==> src/rtl/vgrc_pkg.sv <==
`timescale 1ns / 1ps
// ----------------------------------------------------------------------------
// vgrc_pkg
// Shared types, codes and widths of the voxel grid store with ray caster.
// ----------------------------------------------------------------------------
package vgrc_pkg;

    // default geometry
    localparam int DEF_CHUNK_WIDTH         = 16;
    localparam int DEF_CHUNK_HEIGHT        = 16;
    localparam int DEF_CHUNK_LENGTH        = 16;
    localparam int DEF_MAX_CHUNKS_PER_AXIS = 4;
    localparam int DEF_VOXEL_ID_BITS       = 8;

    localparam int RAY_MAX_STEPS = 256;
    localparam int STEP_W        = $clog2(RAY_MAX_STEPS + 1);

    localparam int FIX_W     = 32;
    localparam int COORD_W   = 16;
    localparam int CELL_W    = 18;
    localparam int DELTA_W   = 33;
    localparam int DIST_W    = 17;
    localparam int T_W       = 42;
    localparam int MUL_B_W   = 17;
    localparam int PROD_W    = 59;
    localparam int SUM_W     = PROD_W + 2;
    localparam int CFG_W     = 3;
    localparam int CFG_IDX_W = 2;
    localparam int VALUE_W   = 8;
    localparam int MASK_W    = 7;
    localparam int NORMAL_W  = 3;

    localparam logic [1:0] ACT_WRITE = 2'd0;
    localparam logic [1:0] ACT_READ  = 2'd1;
    localparam logic [1:0] ACT_CAST  = 2'd2;
    localparam logic [1:0] ACT_NONE  = 2'd3;

    localparam logic [CFG_IDX_W-1:0] CFG_CHUNKS_X = 2'd0;
    localparam logic [CFG_IDX_W-1:0] CFG_CHUNKS_Y = 2'd1;
    localparam logic [CFG_IDX_W-1:0] CFG_CHUNKS_Z = 2'd2;

    localparam logic [1:0] AXIS_X    = 2'd0;
    localparam logic [1:0] AXIS_Z    = 2'd2;
    localparam logic [1:0] AXIS_NONE = 2'd3;

    localparam logic [NORMAL_W-1:0] NORMAL_NONE = 3'd0;

    typedef struct packed {
        logic [1:0]               action;
        logic signed [15:0]       voxel_x;
        logic signed [15:0]       voxel_y;
        logic signed [15:0]       voxel_z;
        logic [7:0]               voxel_value;
        logic signed [31:0]       origin_x;
        logic signed [31:0]       origin_y;
        logic signed [31:0]       origin_z;
        logic signed [31:0]       direction_x;
        logic signed [31:0]       direction_y;
        logic signed [31:0]       direction_z;
        logic signed [31:0]       max_distance;
    } vgrc_in_t;

    typedef struct packed {
        logic                     found;
        logic [7:0]               value_out;
        logic signed [15:0]       cell_x;
        logic signed [15:0]       cell_y;
        logic signed [15:0]       cell_z;
        logic signed [31:0]       end_x;
        logic signed [31:0]       end_y;
        logic signed [31:0]       end_z;
        logic [2:0]               normal_code;
        logic [6:0]               marked_mask;
    } vgrc_out_t;

    typedef struct packed {
        logic       capture;
        logic       clr_we;
        logic       mem_done;
        logic       div_start;
        logic       div_store;
        logic       tm_mul;
        logic       tm_store;
        logic       loop_step;
        logic       hit_store;
        logic       e_lo;
        logic       e_hi;
        logic       e_sum;
        logic       e_store;
        logic       load_out;
        logic [1:0] axis;
    } vgrc_cmd_t;

    typedef struct packed {
        logic       clr_done;
        logic [1:0] action;
        logic       d_zero;
        logic       div_done;
        logic       loop_go;
        logic       hit;
        logic       steps_max;
    } vgrc_stat_t;

endpackage

==> src/rtl/vgrc_ctrl.sv <==
`timescale 1ns / 1ps
// ----------------------------------------------------------------------------
// vgrc_ctrl
// Sequencer for store clearing, voxel access, traversal and result transfer.
// ----------------------------------------------------------------------------
module vgrc_ctrl (
    input  logic                 clk,
    input  logic                 rst_n,
    input  logic                 in_valid,
    output logic                 in_ready,
    output logic                 out_valid,
    input  logic                 out_ready,
    output vgrc_pkg::vgrc_cmd_t  cmd,
    input  vgrc_pkg::vgrc_stat_t stat
);

    import vgrc_pkg::*;

    localparam logic [3:0] S_CLEAR    = 4'd0;
    localparam logic [3:0] S_IDLE     = 4'd1;
    localparam logic [3:0] S_DISPATCH = 4'd2;
    localparam logic [3:0] S_MEM_CHK  = 4'd3;
    localparam logic [3:0] S_DIV_GO   = 4'd4;
    localparam logic [3:0] S_DIV_WAIT = 4'd5;
    localparam logic [3:0] S_TM_MUL   = 4'd6;
    localparam logic [3:0] S_TM_ST    = 4'd7;
    localparam logic [3:0] S_LOOP_RD  = 4'd8;
    localparam logic [3:0] S_LOOP_CHK = 4'd9;
    localparam logic [3:0] S_E_LO     = 4'd10;
    localparam logic [3:0] S_E_HI     = 4'd11;
    localparam logic [3:0] S_E_SUM    = 4'd12;
    localparam logic [3:0] S_E_ST     = 4'd13;
    localparam logic [3:0] S_FINISH   = 4'd14;

    logic [3:0] state_reg, state_next;
    logic [1:0] axis_reg, axis_next;
    logic       out_valid_reg, out_valid_next;

    assign in_ready  = state_reg == S_IDLE;
    assign out_valid = out_valid_reg;

    always_comb
    begin
        cmd        = '0;
        cmd.axis   = axis_reg;
        state_next = state_reg;
        axis_next  = axis_reg;
        unique case (state_reg)
            S_CLEAR:
            begin
                cmd.clr_we = 1'b1;
                if (stat.clr_done)
                    state_next = S_IDLE;
            end
            S_IDLE:
            begin
                if (in_valid)
                begin
                    cmd.capture = 1'b1;
                    state_next  = S_DISPATCH;
                end
            end
            S_DISPATCH:
            begin
                // store read of the addressed voxel is under way here
                unique case (stat.action)
                    ACT_CAST:
                    begin
                        axis_next  = AXIS_X;
                        state_next = S_DIV_GO;
                    end
                    ACT_NONE:  state_next = S_FINISH;
                    default:   state_next = S_MEM_CHK;
                endcase
            end
            S_MEM_CHK:
            begin
                cmd.mem_done = 1'b1;
                state_next   = S_FINISH;
            end
            S_DIV_GO:
            begin
                if (stat.d_zero)
                begin
                    cmd.div_store = 1'b1;
                    state_next    = S_TM_MUL;
                end
                else
                begin
                    cmd.div_start = 1'b1;
                    state_next    = S_DIV_WAIT;
                end
            end
            S_DIV_WAIT:
            begin
                if (stat.div_done)
                begin
                    cmd.div_store = 1'b1;
                    state_next    = S_TM_MUL;
                end
            end
            S_TM_MUL:
            begin
                cmd.tm_mul = 1'b1;
                state_next = S_TM_ST;
            end
            S_TM_ST:
            begin
                cmd.tm_store = 1'b1;
                if (axis_reg == AXIS_Z)
                begin
                    axis_next  = AXIS_X;
                    state_next = S_LOOP_RD;
                end
                else
                begin
                    axis_next  = axis_reg + 1'b1;
                    state_next = S_DIV_GO;
                end
            end
            S_LOOP_RD:
            begin
                state_next = stat.loop_go ? S_LOOP_CHK : S_E_LO;
            end
            S_LOOP_CHK:
            begin
                priority if (stat.hit)
                begin
                    cmd.hit_store = 1'b1;
                    state_next    = S_E_LO;
                end
                else if (stat.steps_max)
                begin
                    state_next = S_E_LO;
                end
                else
                begin
                    cmd.loop_step = 1'b1;
                    state_next    = S_LOOP_RD;
                end
            end
            S_E_LO:
            begin
                cmd.e_lo   = 1'b1;
                state_next = S_E_HI;
            end
            S_E_HI:
            begin
                cmd.e_hi   = 1'b1;
                state_next = S_E_SUM;
            end
            S_E_SUM:
            begin
                cmd.e_sum  = 1'b1;
                state_next = S_E_ST;
            end
            S_E_ST:
            begin
                cmd.e_store = 1'b1;
                if (axis_reg == AXIS_Z)
                begin
                    axis_next  = AXIS_X;
                    state_next = S_FINISH;
                end
                else
                begin
                    axis_next  = axis_reg + 1'b1;
                    state_next = S_E_LO;
                end
            end
            S_FINISH:
            begin
                if (!out_valid_reg || out_ready)
                begin
                    cmd.load_out = 1'b1;
                    state_next   = S_IDLE;
                end
            end
            default:
            begin
                state_next = S_IDLE;
            end
        endcase
    end

    always_comb
    begin
        out_valid_next = out_valid_reg;
        if (cmd.load_out)
            out_valid_next = 1'b1;
        else if (out_ready)
            out_valid_next = 1'b0;
    end

    always_ff @(posedge clk or negedge rst_n)
    begin
        if (!rst_n)
        begin
            state_reg     <= S_CLEAR;
            axis_reg      <= AXIS_X;
            out_valid_reg <= 1'b0;
        end
        else
        begin
            state_reg     <= state_next;
            axis_reg      <= axis_next;
            out_valid_reg <= out_valid_next;
        end
    end

endmodule

==> config.mk <==
export PLATFORM = sky130hd
export DESIGN_NAME = vgrc_ctrl
export DESIGN_NICKNAME = d
export VERILOG_FILES = /design/src/rtl/vgrc_pkg.sv /design/src/rtl/vgrc_ctrl.sv
export SDC_FILE = /design/constraint.sdc
export NUM_CORES = 1
export LEC_CHECK = 0
export ABC_CLOCK_PERIOD_IN_PS = 1340
export BUFFER_PORTS_ARGS = -buffer_cell sky130_fd_sc_hd__buf_2
export CAP_MARGIN = 5
export CORE_AREA = 5 5 48 50
export DETAILED_ROUTE_END_ITERATION = 16
export DIE_AREA = 0 0 53 55
export PLACE_DENSITY = 0.78
export REMOVE_ABC_BUFFERS = 1
export SYNTH_ARGS = -nofsm -noshare
export SYNTH_HDL_FRONTEND = slang
export SYNTH_SLANG_ARGS = --single-unit
export TNS_END_PERCENT = 30
==> constraint.sdc <==
create_clock -name clk -period 1.34 [get_ports clk]
set_input_delay 0.067 -clock clk [delete_from_list [all_inputs] [get_ports clk]]
set_output_delay 0.067 -clock clk [all_outputs]
set_load 0.02 [all_outputs]
After elaboration in Yosys (flattened, before gate mapping)
Cells that the tools add are included.
{ "op_classes": {"n_eq_ne": 22, "addsub": 1, "n_reduce_logical": 8, "mux": 38} }
{ "ops": {"columns": ["cell", "count"], "rows": [
  ["4-bit one-hot mux with 15 select lines", 1],
  ["4-bit == test (second input constant)", 7],
  ["4-bit 2-to-1 mux", 6],
  ["1-bit 2-to-1 mux", 21],
  ["4-bit by 3-bit == test with 1-bit output (second input constant)", 4],
  ["2-bit 2-to-1 mux", 6],
  ["2-bit inequality test (second input constant)", 5],
  ["4-bit by 2-bit == test with 1-bit output (second input constant)", 2],
  ["4-bit one-hot mux with 2 select lines", 1],
  ["2-bit == test (second input constant)", 3],
  ["4-bit by 1-bit == test with 1-bit output (second input constant)", 1],
  ["4-bit logical NOT", 1],
  ["2-bit one-hot mux with 2 select lines", 1],
  ["4-bit AND reduction", 1],
  ["2-bit nonzero test", 2],
  ["3-bit 2-to-1 mux", 1],
  ["2-bit by 1-bit adder with 2-bit output (second input constant)", 1],
  ["1-bit one-hot mux with 2 select lines", 1],
  ["2-bit AND reduction", 1],
  ["2-bit OR reduction", 1],
  ["1-bit logical NOT", 1],
  ["1-bit logical OR", 1]
]} }
{ "word_totals": {"in_bits": 12, "reg_bits": 7, "output_inout_bits": 18, "elab_cells": 72} }

Logic depth before layout (Yosys ltp)
{ "depth": {"word_depth": 5, "mapped_depth": 6, "ltp_nobuf": 4} }

Worst setup path after synthesis
OpenSTA, ideal clock, no wires.
{ "synth_path": {"kind": "reg-to-reg", "startpoint": "reg state_reg[3]", "endpoint": "reg state_reg[0]", "setup_ns": 0.124, "period_less_slack_ns": 1.760, "stages_incl_launch_ff": 5, "arrival_ns": 1.636, "path_slack_ns": -0.420, "path_buffers": 1, "required_ns": 1.216, "path_cell_list": "dfrtp_1 > buf_6 > nor4_1 > a21oi_1 > o31a_1"} }
{ "synth_via": {"elab_chain_len": 3, "word_cells_on_any_way": 21, "cone_classes": "eq/ne (18); mux (1); reduce/logical (2)"} }
{ "synth_rtl": {"columns": ["element", "line", "rtl"], "rows": [
  ["start, declared", "vgrc_ctrl.sv:35", "logic [3:0] state_reg, state_next;"],
  ["start signal, assigned", "vgrc_ctrl.sv:205", "state_reg <= state_next;"],
  ["4-bit == test, or another cell as far along", "vgrc_ctrl.sv:48", "unique case (state_reg)"],
  ["2-bit inequality test (no source line)", null, null],
  ["4-bit AND reduction (no source line)", null, null]
]} }
Parallel ways exist; a longest one is shown, timed or not.
A chain may end at the register's enable or synchronous reset.

==> impl_summary.txt <==
----------------------------------------------------
[Run status]
  Violated checks ... setup timing
  Status ... finished with violations

[Route]
  Number of vias after detailed routing ... 950
  Post-Route WL ... approximately 2700 µm
  Wire length per cell after detailed routing ... between 10 and 15 µm
  First-pass iteration count of the detailed router ... 5
  Ratio of routed vias to standard cells ... 5.31
  Post-route DRC ... 0
  Detailed Route Iter0 Violations ... 17
  Remaining antenna violation count after routing ... 0

[Setup path]
  Type of element capturing the critical path ... output port
  Peak fanout along the critical path ... 5
  Critical R2R Launch ... state_reg[2]
  Setup slack, reg-to-reg ... -0.16 ns
  Family with the most delay on the worst path ... flip-flops
  Worst EP required ... 1.27 ns
  Type of the setup path with the least slack ... reg2out
  Crit-path cells ... buf_6 > or2b_4 > nor4_1 > buf_2
  CP Launch Type ... flop
  RR Endpoint ... state_reg[1]
  Crit-path slowest cell ... dfrtp_2
  Critical Path Max Stage Delay ... between 0.4 and 0.5 ns
  Buffers plus inverters on the worst setup path ... 2
  WP data arrival ... about 1.5 ns
  Worst Reg-to-Reg Cells ... 5

[Yosys]
  Syn. warnings ... 0
  Share of synthesized area occupied by flip-flops and latches ... about a quarter
  Async S/R FF share, synth ... between 90% and 100%
  Top cells by area in the synthesized netlist ... dfrtp_1 25%, nor2_1 5.9%, nor3_1 5.0%
  Largest area contributor in the netlist ... dfrtp_1
  Average cell area after synthesis ... approximately 7.9 µm²
  Cell area after synthesis ... approximately 700 µm²
  Number of synthesized flops with an enable pin ... 0
  Area share of the leading cell type in the synthesized netlist ... approximately 25%
  List of most frequent post-synthesis cells ... 11 x nor2_1, 7 x dfrtp_1, 7 x nor3_1
  Cell with the most instances after synthesis ... nor2_1
  Synthesis-stage register bit count ... 7
  Cells after synthesis ... between 80 and 90
  Top FF cell, synth ... dfrtp_1
  Unique cell type count in the Yosys netlist ... 41

[STA]
  Post-route worst setup slack ... -0.182 ns
  Remaining max-slew budget at the tightest pin ... ~82%
  Final count of negative-setup-slack endpoints ... 21
  Final worst-path cycle share ... 114%
  Max-slew violation total from the final report ... 0
  Highest Clock Rate ... 657 MHz
  Unrepaired setup endpoints after global routing ... true
  Slew at the pin closest to its max-slew limit ... between 0.2 and 0.3 ns
  Time the final worst path needs with I/O delays and setup ... 1.52 ns
  Post-Route Hold Slack ... between 0.1 and 0.15 ns
  Endpoints failing hold ... 0
  Worst clock skew on the final layout ... 0.0128 ns

[Place]
  Final HPWL from detailed placement ... about 1700 µm
  Port Buf Inserts ... 29
  Placer Congestion ... between 0.8 and 0.9

[Floorplan]
  Starting Density ... between 30% and 40%
  Placement row count ... 16
  Total Die Area ... 0.00292 mm²
  Die height ... between 50 and 60 µm
  Boundary Pins ... 30
  Die W ... between 50 and 60 µm
  Core area ... 0.00186 mm²

[Global routing]
  Global-route wire length before repair ... around 4000 µm
  Global-route usage over all layers ... 19.0%
  Pin count of the biggest net entering global routing ... 10
  Antenna violations before repair ... 0
  Aggregate global routing overflow ... 0
  Via count of the first global-routing pass ... 916

[Clocking]
  Clock tree buffer depth ... 2
  Clock sinks ... 7
  Max H-tree Level ... 1
  TritonCTS clock tree ... yes
  Clk_lat worst skew ... 0.27 ns
  Num CTS Buffers ... 3
  Clk root buf ... clkbuf_4
  Worst-path clk slew ... around 0.060 ns

[Cells and area]
  Fill cell instance count of the final layout ... 150
  Fraction of the core area covered by cells at the end of the flow ... between 60 and 70%
  Antenna diode count ... 0
  Relative area change from synthesis to final layout ... 86.0%
  NumNets Final ... around 170
  Flip-flop count of the largest register, all copies and words added ... 4
  Fraction of layout cells with a size suffix above 1 ... between 60% and 70%

[Power and ir drop]
  Leak ... 0.641 nW
  Maximum VDD drop ... ~0.0014 V
  Areal power density over the cells ... 2340 mW/mm²

[Hold path]
  Hold Path Sink ... out_valid
  Hold path startpoint ... out_ready
  Classification of the worst-slack hold path ... in2reg
  Depth of the worst hold-timing path ... 3

[Job]
  Total of max-cap violations ... 0

----------------------------------------------------
-- kinds of logic (layout without fill, tap and decap cells) --
kind of cell / after synthesis / after routing / share of synthesized area, %
simple gates: 40 / 40 / 31.4
xor+xnor: 1 / 1 / 1.25
flops: 7 / 7 / 25.1
compound gates: 25 / 25 / 27.8
mux: 2 / 2 / 3.05
buf+inv: 13 / 77 / 11.5
-- layer usage --
metal / GRT usage [%] / vias up / wire, µm
met1: 20.3 / 454 / 1100
li1: - / 457 / -
met2: 36.2 / 34 / 1410
met4: 11.1 / 0 / 47
met3: 2.14 / 5 / 99
met5: 0 / - / 0
-- area by class of cell --
type	count	area (µm²)	share of cell area, %
Multi-Input combinational cell	68	536	41.2
Timing Repair Buffer	68	502	38.6
Sequential cell	7	180	13.9
Tap cell	27	33.8	2.60
Clock buffer	4	26.3	2.02
Inverter	5	21.3	1.64
-- power by group --
part	leakage, nW	switching, mW	internal [mW]
logic	0.544	1.12	1.25
clock network	0.0150	0.0954	0.115
registers	0.0823	0.143	0.315
-- placed cells by master, fill, tap and decap left out, types with 3 or more instances in the layout --
| cell | instances |
|---|---|
| buf_2 | 18 |
| a21oi_1 | 4 |
| nand2b_4 | 3 |
| inv_1 | 4 |
| nor3_1 | 4 |
| dfrtp_1 | 3 |
| nor2_1 | 8 |
| buf_4 | 40 |
| clkbuf_4 | 3 |
| buf_6 | 9 |
| dfrtp_2 | 4 |
-- metrics by stage --
stage | total power [mW] | cell area [µm²] | std cells | worst slack, ns | setup TNS [ns]
after floorplan | 1.38 | 637 | 80 | -0.403 | -1.44
after global placement | 2.11 | 1000 | 161 | -0.101 | -0.397
after detailed placement | 2.17 | 1000 | 161 | -0.167 | -0.745
after CTS | 2.76 | 1200 | 175 | -0.191 | -2.14
after global routing | 3.23 | 1300 | 179 | -0.218 | -3.48
final | 3.04 | 1300 | 179 | -0.182 | -2.44
-- tightest hold or removal path: cells and delay by family --
| family | cells | cell delay [ns] |
|---|---|---|
| and+or+nand+nor | 2 | 0.21 |
| buffers and inverters | 1 | 0.07 |
-- repair_timing --
action,in CTS,in global routing
setup endpoints to repair,21,21
gates resized for setup,28,17
setup buffers,9,4
hold endpoints to repair,7,0
hold buffers,1,0
gates cloned,0,0
pin swaps,6,5
-- how the worst max path moves through the flow --
stage            startpoint            to  slack [ns]  cells after the start
2_1_floorplan  state_reg[2]  state_reg[0]       -0.40                      3
3_3_place_gp   state_reg[3]  state_reg[1]       -0.10                      4
3_5_place_dp   state_reg[3]  state_reg[1]       -0.17                      4
4_1_cts        state_reg[2]        cmd[8]       -0.19                      4
5_1_grt        state_reg[2]        cmd[8]       -0.22                      4
6_report       state_reg[2]        cmd[8]       -0.18                      4
Note: power is estimated with default switching activity, not from simulation.
